<file path="config.mk">
export PLATFORM = sky130hd
export DESIGN_NAME = double_ended_queue_flat
export DESIGN_NICKNAME = d
export VERILOG_FILES = /design/src/rtl/deq_pkg.sv /design/src/rtl/deq_if.sv /design/src/rtl/deq_cell.sv /design/src/rtl/deq_chain.sv /design/src/rtl/double_ended_queue.sv /design/src/flat_wrapper.sv
export VERILOG_INCLUDE_DIRS = /design/src /design/src/rtl
export SDC_FILE = /design/constraint.sdc
export NUM_CORES = 2
export LEC_CHECK = 0
export BUFFER_PORTS_ARGS = -buffer_cell sky130_fd_sc_hd__buf_2
export CAP_MARGIN = 10
export CORE_MARGIN = 2
export CORE_UTILIZATION = 30
export DETAILED_ROUTE_END_ITERATION = 6
export PLACE_DENSITY_LB_ADDON = 0.1
export REMOVE_ABC_BUFFERS = 1
export SYNTH_ARGS = -nofsm -noshare
export SYNTH_HDL_FRONTEND = slang
export SYNTH_HIERARCHICAL = 1
export SYNTH_SLANG_ARGS = --single-unit
</file>
<file path="constraint.sdc">
create_clock -name clk -period 10.75 [get_ports clk]
set_input_delay 1.6125 -clock clk [delete_from_list [all_inputs] [get_ports clk]]
set_output_delay 1.6125 -clock clk [all_outputs]
set_load 0.03 [all_outputs]
</file>
<file path="src/rtl/double_ended_queue_assert.svh">
// Assertion macros for the double-ended queue.
// Used by the top level; needs no other file.
`ifndef DOUBLE_ENDED_QUEUE_ASSERT_SVH
`define DOUBLE_ENDED_QUEUE_ASSERT_SVH

// Same-cycle implication, checked outside reset.
`define DEQ_ASSERT_NOW(label, clk, rst, ante, cons) \
  label: assert property (@(posedge clk) disable iff (rst) (ante) |-> (cons)) \
    else $error("double_ended_queue: same-cycle check failed");

// Next-cycle implication, checked outside reset.
`define DEQ_ASSERT_NEXT(label, clk, rst, ante, cons) \
  label: assert property (@(posedge clk) disable iff (rst) (ante) |=> (cons)) \
    else $error("double_ended_queue: next-cycle check failed");

`endif

</file>
<file path="src/rtl/deq_pkg.sv">
// Shared types and constants of the double-ended queue.
// No dependencies; compile first.
`timescale 1ns / 1ps

package deq_pkg;

  localparam int DEPTH      = 16;
  localparam int DATA_WIDTH = 32;
  localparam int CNT_W      = $clog2(DEPTH + 1);

  typedef enum logic [2:0] {
    ACT_NONE       = 3'd0,
    ACT_PUSH_FRONT = 3'd1,
    ACT_PUSH_BACK  = 3'd2,
    ACT_POP_FRONT  = 3'd3,
    ACT_POP_BACK   = 3'd4
  } action_t;

  typedef enum logic [1:0] {
    ST_OK    = 2'd0,
    ST_EMPTY = 2'd1,
    ST_FULL  = 2'd2
  } status_t;

  typedef logic [DATA_WIDTH-1:0] word_t;
  typedef logic [CNT_W-1:0]      count_t;

  // Per-cell move: take lower neighbour, take upper neighbour, or load
  typedef struct packed {
    logic shift_up;
    logic shift_down;
    logic load;
  } cell_ctrl_t;

endpackage

</file>
<file path="src/rtl/deq_if.sv">
// Handshake interfaces for the request and response channels.
// Depends on deq_pkg.
`timescale 1ns / 1ps

interface deq_req_if;
  logic                   valid;
  logic                   ready;
  logic [2:0]             action;
  logic [deq_pkg::DATA_WIDTH-1:0] data_in;

  modport source (output valid, output action, output data_in, input ready);
  modport sink   (input valid, input action, input data_in, output ready);
endinterface

interface deq_rsp_if;
  logic                   valid;
  logic                   ready;
  logic [deq_pkg::DATA_WIDTH-1:0] pop_value;
  logic                   pop_valid;
  logic [1:0]             status;
  logic                   is_empty;
  logic [deq_pkg::CNT_W-1:0]      occupancy;
  logic [deq_pkg::DATA_WIDTH-1:0] front_value;
  logic [deq_pkg::DATA_WIDTH-1:0] back_value;

  modport source (output valid, output pop_value, output pop_valid, output status,
                  output is_empty, output occupancy, output front_value,
                  output back_value, input ready);
  modport sink   (input valid, input pop_value, input pop_valid, input status,
                  input is_empty, input occupancy, input front_value,
                  input back_value, output ready);
endinterface

</file>
<file path="src/rtl/deq_cell.sv">
// One storage cell of a queue row.
// Depends on deq_pkg.
`timescale 1ns / 1ps

module deq_cell (
  input  logic                clk,
  input  deq_pkg::cell_ctrl_t ctrl,
  input  deq_pkg::word_t      lower_data,
  input  deq_pkg::word_t      upper_data,
  input  deq_pkg::word_t      load_data,
  output deq_pkg::word_t      data,
  output deq_pkg::word_t      data_next
);
  import deq_pkg::*;

  always_comb begin
    if (ctrl.shift_up) begin
      data_next = lower_data;
    end else if (ctrl.shift_down) begin
      data_next = upper_data;
    end else if (ctrl.load) begin
      data_next = load_data;
    end else begin
      data_next = data;
    end
  end

  always_ff @(posedge clk) begin
    data <= data_next;
  end

endmodule

</file>
<file path="src/rtl/deq_chain.sv">
// A row of DEPTH cells with the head at cell 0.
// Depends on deq_pkg and deq_cell.
`timescale 1ns / 1ps

module deq_chain (
  input  logic                clk,
  input  deq_pkg::cell_ctrl_t ctrl,
  input  deq_pkg::count_t     write_pos,
  input  deq_pkg::word_t      din,
  output deq_pkg::word_t      head,
  output deq_pkg::word_t      head_next
);
  import deq_pkg::*;

  word_t      cell_data [DEPTH];
  word_t      cell_next [DEPTH];
  cell_ctrl_t cell_ctrl [DEPTH];

  for (genvar i = 0; i < DEPTH; i++) begin : g_cell
    word_t lower;
    word_t upper;

    // Load only the cell one past the tail of this row
    always_comb begin
      cell_ctrl[i].shift_up   = ctrl.shift_up;
      cell_ctrl[i].shift_down = ctrl.shift_down;
      cell_ctrl[i].load       = ctrl.load && (write_pos == CNT_W'(i));
    end

    if (i == 0) begin : g_first
      assign lower = din;
    end else begin : g_mid
      assign lower = cell_data[i-1];
    end

    if (i == DEPTH - 1) begin : g_last
      assign upper = cell_data[i];
    end else begin : g_inner
      assign upper = cell_data[i+1];
    end

    deq_cell u_cell (
      .clk        (clk),
      .ctrl       (cell_ctrl[i]),
      .lower_data (lower),
      .upper_data (upper),
      .load_data  (din),
      .data       (cell_data[i]),
      .data_next  (cell_next[i])
    );
  end

  assign head      = cell_data[0];
  assign head_next = cell_next[0];

endmodule

</file>
<file path="src/rtl/double_ended_queue.sv">
// Top level of the double-ended queue: two cell rows, occupancy counter,
// response register. Depends on deq_pkg, deq_if, deq_chain and the assert header.
`timescale 1ns / 1ps
//
// Usage
//   req channel: one transaction carries an action (none, push front, push
//   back, pop front, pop back; codes 5 to 7 act as none) and a data word.
//   rsp channel: one transaction per request, with the popped word, its
//   valid mark, a status (ok, pop on empty, push on full), the empty flag,
//   the occupancy and the front and back words as they stand after it.
//   Response: registered; it appears in the cycle after the request transaction.
//   Throughput: one transaction per cycle unless the stall below holds it;
//   every action is one shift or load in the two cell rows, so nothing iterates.
//   Storage: two rows of DEPTH cells. The front row keeps the front word in
//   its first cell, the back row keeps the back word in its first cell; a
//   push at one end shifts that end's row and writes the other row at the
//   occupancy position, so both end words are always at fixed cells.
//   Reset: the occupancy and the response valid clear; cell contents are
//   left as they are and never read before a push fills them.
//   Stall: while a response waits unaccepted, req.ready is low and the
//   held response stays unchanged; it frees as soon as rsp.ready is high.
//
module double_ended_queue (
  input logic  clk,
  input logic  rst,
  deq_req_if.sink   req,
  deq_rsp_if.source rsp
);
  import deq_pkg::*;

  count_t     count;
  count_t     count_next;
  cell_ctrl_t front_ctrl;
  cell_ctrl_t back_ctrl;
  word_t      front_head;
  word_t      front_head_next;
  word_t      back_head;
  word_t      back_head_next;

  logic    accept;
  logic    is_full;
  logic    is_void;
  logic    push_front_ok;
  logic    push_back_ok;
  logic    pop_front_ok;
  logic    pop_back_ok;
  status_t status_now;

  // Take a new request whenever the response register is free or draining
  assign req.ready = !rsp.valid || rsp.ready;
  assign accept    = req.valid && req.ready;

  assign is_full = (count == CNT_W'(DEPTH));
  assign is_void = (count == '0);

  always_comb begin
    push_front_ok = 1'b0;
    push_back_ok  = 1'b0;
    pop_front_ok  = 1'b0;
    pop_back_ok   = 1'b0;
    status_now    = ST_OK;
    case (action_t'(req.action))
      ACT_PUSH_FRONT: begin
        if (is_full) status_now = ST_FULL;
        else         push_front_ok = accept;
      end
      ACT_PUSH_BACK: begin
        if (is_full) status_now = ST_FULL;
        else         push_back_ok = accept;
      end
      ACT_POP_FRONT: begin
        if (is_void) status_now = ST_EMPTY;
        else         pop_front_ok = accept;
      end
      ACT_POP_BACK: begin
        if (is_void) status_now = ST_EMPTY;
        else         pop_back_ok = accept;
      end
      default: status_now = ST_OK;
    endcase
  end

  // Each row: its own end shifts, pushes at the far end load at the count
  always_comb begin
    front_ctrl.shift_up   = push_front_ok;
    front_ctrl.shift_down = pop_front_ok;
    front_ctrl.load       = push_back_ok;
    back_ctrl.shift_up    = push_back_ok;
    back_ctrl.shift_down  = pop_back_ok;
    back_ctrl.load        = push_front_ok;
  end

  always_comb begin
    count_next = count;
    if (push_front_ok || push_back_ok) begin
      count_next = count + 1'b1;
    end else if (pop_front_ok || pop_back_ok) begin
      count_next = count - 1'b1;
    end
  end

  deq_chain u_front_row (
    .clk       (clk),
    .ctrl      (front_ctrl),
    .write_pos (count),
    .din       (req.data_in),
    .head      (front_head),
    .head_next (front_head_next)
  );

  deq_chain u_back_row (
    .clk       (clk),
    .ctrl      (back_ctrl),
    .write_pos (count),
    .din       (req.data_in),
    .head      (back_head),
    .head_next (back_head_next)
  );

  always_ff @(posedge clk) begin
    if (rst) begin
      count <= '0;
    end else begin
      count <= count_next;
    end
  end

  // Response valid: raise on a request transaction, drop once taken
  always_ff @(posedge clk) begin
    if (rst) begin
      rsp.valid <= 1'b0;
    end else if (accept) begin
      rsp.valid <= 1'b1;
    end else if (rsp.ready) begin
      rsp.valid <= 1'b0;
    end
  end

  // Response payload: load with the transaction, hold otherwise
  always_ff @(posedge clk) begin
    if (accept) begin
      rsp.pop_valid <= pop_front_ok || pop_back_ok;
      if (pop_front_ok) begin
        rsp.pop_value <= front_head;
      end else if (pop_back_ok) begin
        rsp.pop_value <= back_head;
      end else begin
        rsp.pop_value <= '0;
      end
      rsp.status      <= status_now;
      rsp.is_empty    <= (count_next == '0);
      rsp.occupancy   <= count_next;
      rsp.front_value <= (count_next == '0) ? '0 : front_head_next;
      rsp.back_value  <= (count_next == '0) ? '0 : back_head_next;
    end
  end

  // Checks
`include "double_ended_queue_assert.svh"

  `DEQ_ASSERT_NOW(a_count_bound, clk, rst, 1'b1, count <= CNT_W'(DEPTH))
  `DEQ_ASSERT_NEXT(a_pop_empty, clk, rst, accept && is_void && (req.action == ACT_POP_FRONT || req.action == ACT_POP_BACK), rsp.status == ST_EMPTY && !rsp.pop_valid)
  `DEQ_ASSERT_NEXT(a_push_count, clk, rst, push_front_ok || push_back_ok, count == $past(count) + 1'b1)
  `DEQ_ASSERT_NOW(a_empty_views, clk, rst, rsp.valid && rsp.is_empty, rsp.front_value == '0 && rsp.back_value == '0)

endmodule
</file>
<file path="src/flat_wrapper.sv">
// flat-port wrapper written by rule: the top's interface ports become plain ports
module double_ended_queue_flat import deq_pkg::*;
  (clk, rst, req_valid, req_action, req_data_in, req_ready, rsp_valid, rsp_pop_value, rsp_pop_valid, rsp_status, rsp_is_empty, rsp_occupancy, rsp_front_value, rsp_back_value, rsp_ready);
  deq_req_if req_i ();
  deq_rsp_if rsp_i ();
  input logic clk;
  input logic rst;
  input wire logic [$bits(req_i.valid)-1:0] req_valid;
  input wire logic [$bits(req_i.action)-1:0] req_action;
  input wire logic [$bits(req_i.data_in)-1:0] req_data_in;
  output wire logic [$bits(req_i.ready)-1:0] req_ready;
  output wire logic [$bits(rsp_i.valid)-1:0] rsp_valid;
  output wire logic [$bits(rsp_i.pop_value)-1:0] rsp_pop_value;
  output wire logic [$bits(rsp_i.pop_valid)-1:0] rsp_pop_valid;
  output wire logic [$bits(rsp_i.status)-1:0] rsp_status;
  output wire logic [$bits(rsp_i.is_empty)-1:0] rsp_is_empty;
  output wire logic [$bits(rsp_i.occupancy)-1:0] rsp_occupancy;
  output wire logic [$bits(rsp_i.front_value)-1:0] rsp_front_value;
  output wire logic [$bits(rsp_i.back_value)-1:0] rsp_back_value;
  input wire logic [$bits(rsp_i.ready)-1:0] rsp_ready;
  assign req_i.valid = req_valid;
  assign req_i.action = req_action;
  assign req_i.data_in = req_data_in;
  assign req_ready = req_i.ready;
  assign rsp_valid = rsp_i.valid;
  assign rsp_pop_value = rsp_i.pop_value;
  assign rsp_pop_valid = rsp_i.pop_valid;
  assign rsp_status = rsp_i.status;
  assign rsp_is_empty = rsp_i.is_empty;
  assign rsp_occupancy = rsp_i.occupancy;
  assign rsp_front_value = rsp_i.front_value;
  assign rsp_back_value = rsp_i.back_value;
  assign rsp_i.ready = rsp_ready;
  double_ended_queue u_core (.clk(clk), .rst(rst), .req(req_i), .rsp(rsp_i));
endmodule
</file>
# After elaboration in Yosys (flattened, before gate mapping)
# Index checks and enable logic that the tools add are counted.
# totals
ff_bits	1135
input_bits	39
# op_classes
n_reduce_logical	74
add_sub_neg	2
eq_ne	22
muxes	111
# ops
op	n
$mux W32	98
$reduce_bool A3 Y1	28
$eq A5 B4 Y1 const B	8
$logic_and A1 B1 Y1	33
$eq A5 B3 Y1 const B	4
$eq A5 B2 Y1 const B	2
$logic_not A5 Y1	2
$mux W5	2
$mux W1	9
$eq A3 B2 Y1 const B	2
$reduce_bool A2 Y1	3
$add A5 B1 Y5 const B	1
$eq A5 B1 Y1 const B	1
$eq A5 B5 Y1 const B	1
$sub A5 B1 Y5 const B	1
$ne A2 B1 Y1 const B	2
$pmux W2 S2	1
$reduce_and A2 Y1	2
$reduce_or A2 Y1	2
$eq A3 B1 Y1 const B	1
$eq A3 B3 Y1 const B	1
$logic_or A1 B1 Y1	3
$mux W2	1
$logic_not A1 Y1	1

# Logic depth before layout (Yosys ltp)
# depth
ltp_word	9
depth_mapped	13

# Cells and area by module
# The synthesis kept the hierarchy.
# modules_own_cells
module	instances	area_each_um2	cells_each
deq_cell	32	1944.4	178
double_ended_queue	1	4780.8	360
deq_chain	2	131.4	23

# Worst setup path before layout
# No wires, ideal clock.
# synth_path
path_kind	input -> register
start	input port rsp_ready
end	register u_core.rsp.front_value[0] (data pin)
t_arrival_ns	8.146
n_path_buf	3
required_ns	10.598
slack_ns	2.453
setup_ns	0.152
cell_stages	11
cell_sequence	nand2b_1 -> clkbuf_1 -> and2_1 -> nand2_1 -> nor2_1 -> clkbuf_1 -> nor2_2 -> buf_4 -> a211oi_2 -> inv_1 -> a31oi_1
# synth_via
elab_cells_between_ends	17
cone_classes	mux: 11; reduce/logical: 6
# synth_rtl
item	line	source
from (decl)	flat_wrapper.sv:20	input wire logic [$bits(rsp_i.ready)-1:0] rsp_ready;
$logic_or A1 B1 Y1	double_ended_queue.sv:50	assign req.ready = !rsp.valid || rsp.ready;
via req_ready	flat_wrapper.sv:11	output wire logic [$bits(req_i.ready)-1:0] req_ready;
$logic_and A1 B1 Y1	double_ended_queue.sv:51	assign accept = req.valid && req.ready;
via u_core.accept	double_ended_queue.sv:40	logic accept;
$mux W1	double_ended_queue.sv:72	if (is_void) status_now = ST_EMPTY;
$mux W1	double_ended_queue.sv:62	case (action_t'(req.action))
via u_core.pop_front_ok	double_ended_queue.sv:45	logic pop_front_ok;
$mux W32	deq_cell.sv:19	end else if (ctrl.shift_down) begin
$mux W32	deq_cell.sv:17	if (ctrl.shift_up) begin
via u_core.front_head_next[0]	double_ended_queue.sv:36	word_t front_head_next;
to (signal assigned)	double_ended_queue.sv:153	rsp.front_value <= (count_next == '0) ? '0 : front_head_next;
to (decl)	deq_if.sv:27	output is_empty, output occupancy, output front_value,
# The timed path passes the listed nets, and every way through them passes these cells.
# A chain may end at the register's enable or synchronous reset.

==> results.env <==
OUTCOME='finished, final reports clean'
WL_UM=206000
ROUTE.VIAS.TOTAL=44626
YOSYS.AREA.TOP_TYPE_SHARE_PCT=30.7
REL_SLEW_SLACK_PCT=11.9
YOSYSUNIQUECELLTYPES=47
HOLD_VIOL_FINAL=0
WORST_PIN_SLEW_PS=1320
LAYOUT.CORE_UTILIZATION_PCT=32.8
CLOCK_TREE.ROOT_CELL='clkbuf_16'
WL_PER_CELL_UM=22.8
PLACED_CELLS_INCL_TAPS=8768
DRT_PASS1_ITERATIONS=5
COMBPWRFRAC_PCT=22.4
TOP_CELLS_BY_AREA_SYNTH='dfxtp_1 31%, a211oi_2 18%, mux2i_1 15%'
CTS_MAX_PATH_BUFFERS=3
CP-START-KIND='flop'
CRIT_START='u_core/count[0]'
INSTANCES_NO_FILL=9028
TIMING.RR.START='u_core/count[0]'
TRITONCTS='done'
SWITCHING_SHARE_PCT=31.9
LAYOUT_SETUP_WS_PS=4670
IOPINCOUNT=146
MOST_FREQUENT_STANDARD_CELL_IN_THE_LAYOUT_EXCLUDING_FILL_AND_TAP_CELLS='dfxtp_1'
CRITPATHREQUIREDTIME_PS=11430
POWER_REPORT.INTERNAL_TOTAL_mW=10.7
CTSRESIZECOUNT=0
HTREE_LEVELS=4
CLOCK.FMAX_GHz=0.165
GR-USAGE-ALL-LAYERS_PCT=17.5
NUMCTSBUFFERS=144
SYNTH.YOSYS.SEQ_AREA_SHARE_PCT=35.3
PLACE.DETAILED.HPWL_UM=125000
DRV_CAP=0
VDD_DROP_MAX_mV=0.105
CRIT_ARRIVAL_PS=6750
SETUP_VIOLATIONS=0
GRT_START_MAX_NET_PINS=236
GRT-OVFL-TOTAL=0
TIMING.CRITICAL_PATH.FANOUT_MAX=155
CLK-INSERTION-DELAY-LATE_PS=780
POST-SYNTH-TOP-AREA-CELL='dfxtp_1'
DESIGN.FINAL.NETS=5981
POST-CTS-SETUP-BUFFERS=0
RSZ0062_AT_GRT='no'
SYNTH-EDFF-COUNT=105
CRIT_PATH_END_KIND='flop'
SYN_AREA_UM2=67300
STD_CELL_ROWS=173
FIRST_GLOBAL_VIAS=44182
SYN-MEAN-INSTANCE-AREA_UM2=11.0
POST_DETAILED_ROUTE_COUNT_OF_ANTENNA_VIOLATING_NETS=0
P_SW_mW=5.02
WORST_SETUP_PATH_ENDPOINT='u_core/u_front_row/g_cell[9].u_cell/data[29]'
VIAS_PER_CELL=4.94
FLOORPLAN.DIE.HEIGHT_UM=478
R2R_SLACK_PS=4670
AREA.GROWTH.SYNTH_TO_FINAL_PCT=8.46
DIE_AREA_UM2=228000
WORST_HOLD_PATH_TYPE='flop to flop'
DRC_ERRORS=0
YS_SEQ_ELEMENTS=1135
FINAL_LAYOUT_SIZE_SUFFIX_GT1_SHARE_PCT=25.2
SYNTHESIS.INSTANCES=6102
COUNT_OF_BUFFERS_FROM_PORT_BUFFERING=145
SETUP-TNS-FINAL_PS=0
DRT-INITIAL-DRC-COUNT=3030
DIE_W_UM=478
SYNTHESIS.YOSYS.WARNINGS=6
SETUP_SKEW_AFTER_LAYOUT_PS=23.2
CTS-HOLD-FIX-BUFFERS=0
TIMING_WORST_SETUP_PATH_TYPE='flop to flop'
POWER.DENSITY_CELL_AREA_nW_PER_UM2=216
SYNTHARSTFLOPSHARE_PCT=0
POWER.STATIC_LEAKAGE_nW=21.8
WORST-R2R-CELL-COUNT=11
R2R_END='u_core/u_front_row/g_cell[9].u_cell/data[29]'
CLOCK_POWER_SHARE_PCT=30.1
POWER.SEQUENTIAL.FRACTION_PCT=47.5
DP_WORST_SETUP_SLACK_PS=4700
FINALWEIGHTEDCONGESTION=0.727
TIMING.FINAL.MAX_SLEW_VIOLATIONS=0
CLOCK-SINKS=1135
DESIGN.CORE.AREA_UM2=223000
FINAL.PERIOD_UTILIZATION_PCT=56.5
GRT_ANTENNA_BEFORE_REPAIR=4
INITIAL_CORE_UTIL_PCT=30.2
GRT_FIRST_PASS_WIRELENGTH_UM=311000
CLK_PIN_SLEW_PS=50
SYNTH_TOP_FLOP_CELL='dfxtp_1'
LAYOUT.CELLS.MOST_COMMON_LIST='1030 x dfxtp_1, 1027 x nor3b_1, 1025 x mux2i_1'
FINAL_PERIOD_MINUS_WORST_SETUP_SLACK_PS=6080
[sequential cells by signal, indices dropped and copies added (netlist names)]
signal / flops
u_core/u_front_row/g_cell.u_cell/data: 512
u_core/rsp.status: 2
u_core/count: 5
u_core/rsp.valid: 1
u_core/rsp.back_value: 32
u_core/rsp.pop_value: 32
u_core/rsp.is_empty: 1
u_core/rsp.front_value: 32
u_core/rsp.pop_valid: 1
u_core/rsp.occupancy: 5
u_core/u_back_row/g_cell.u_cell/data: 512
[worst min path at each step]
stage,start,end,slack (ps),cells past startpoint
detailed placement,u_core/u_back_row/g_cell[13].u_cell/data[29],u_core/u_back_row/g_cell[14].u_cell/data[29],490,2
CTS,u_core/u_back_row/g_cell[14].u_cell/data[29],u_core/u_back_row/g_cell[15].u_cell/data[29],500,2
global placement,u_core/u_back_row/g_cell[13].u_cell/data[29],u_core/u_back_row/g_cell[14].u_cell/data[29],480,2
floorplan,u_core/u_back_row/g_cell[0].u_cell/data[29],u_core/u_back_row/g_cell[1].u_cell/data[29],460,2
global route,u_core/u_back_row/g_cell[2].u_cell/data[29],u_core/u_back_row/g_cell[3].u_cell/data[29],530,2
finish,u_core/u_front_row/g_cell[14].u_cell/data[29],u_core/u_front_row/g_cell[15].u_cell/data[29],500,2
[cell families (layout without fill, tap and decap cells)]
kind of cell / after synthesis / after routing / synth area share (%)
flip-flops: 1135 / 1135 / 35.3
AND/OR/NAND/NOR: 2131 / 2131 / 21.7
AO/OA/AOI/OAI: 1131 / 1131 / 20.0
buffers and inverters: 675 / 623 / 7.62
multiplexers: 1025 / 1025 / 15.3
other: 0 / 3 / 0
adder cells (fa/ha/maj): 2 / 2 / 0.0372
XOR/XNOR: 3 / 3 / 0.0391
[synthesized netlist by cell type (2+ instances only)]
cell type / instances
clkbuf_1: 203
nor3b_1: 1029
or4b_4: 3
buf_2: 104
mux2i_1: 1025
buf_12: 96
nor3_1: 9
edfxtp_1: 105
a221oi_1: 32
nand2_1: 6
ha_1: 2
a22o_1: 32
nor2_2: 32
nor3_2: 2
buf_6: 70
buf_4: 99
inv_1: 102
a21oi_1: 2
or3_1: 2
nand4bb_1: 5
nand3_1: 2
nor2_1: 32
a31oi_1: 64
nand4b_1: 2
nor2b_1: 995
dfxtp_1: 1030
a211oi_2: 992
nand2b_1: 5
xor2_1: 2
[per-stage QoR]
step           power, mW  hold WS, ps  instance area [um2]
2_1_floorplan       10.1          464                62500
3_3_place_gp        10.9          482                68400
3_5_place_dp        11.1          489                68400
4_1_cts             15.9          499                72900
5_1_grt             16.6          526                73000
6_report            15.7          498                73000
[cell type report]
| class | instances | area [um2] |
|---|---|---|
| inverter | 103 | 387 |
| clock inverter | 18 | 103 |
| timing repair buffer | 264 | 1770 |
| antenna | 3 | 7.51 |
| multi-input combinational | 4292 | 38800 |
| fill | 22699 | 150000 |
| clock buffer | 238 | 4380 |
| sequential | 1135 | 23800 |
| tap | 2975 | 3720 |
[metal layers]
metal / vias up / wire length [um] / GRT usage [%] / share of wire, %
met2: 682 / 81000 / 23.9 / 39
met3: 188 / 5960 / 2.12 / 2.9
met5: - / 7 / 0 / 0.0034
met4: 2 / 4230 / 4.07 / 2.1
li1: 22148 / - / - / -
met1: 21606 / 114000 / 28.3 / 56
[critical path: stages (launching register included)]
cell and delay (ps):
dfxtp_1 1200, inv_1 210, ha_1 320, nand4bb_1 340
nand3_1 210, nor3b_2 400, buf_12 500, buf_4 640
nand4bb_1 480, nor2_4 1050, mux2i_1 190, a221oi_1 290
[power groups by stage]
stage | Sequential, mW | Clock [mW] | Combinational (mW)
floorplan | 7.03 | 0 | 3.03
global placement | 7.50 | 0 | 3.44
detailed placement | 7.57 | 0 | 3.54
CTS | 7.47 | 4.91 | 3.55
global route | 7.70 | 5.05 | 3.88
finish | 7.47 | 4.73 | 3.53
Power figures use the tool's default switching activity.
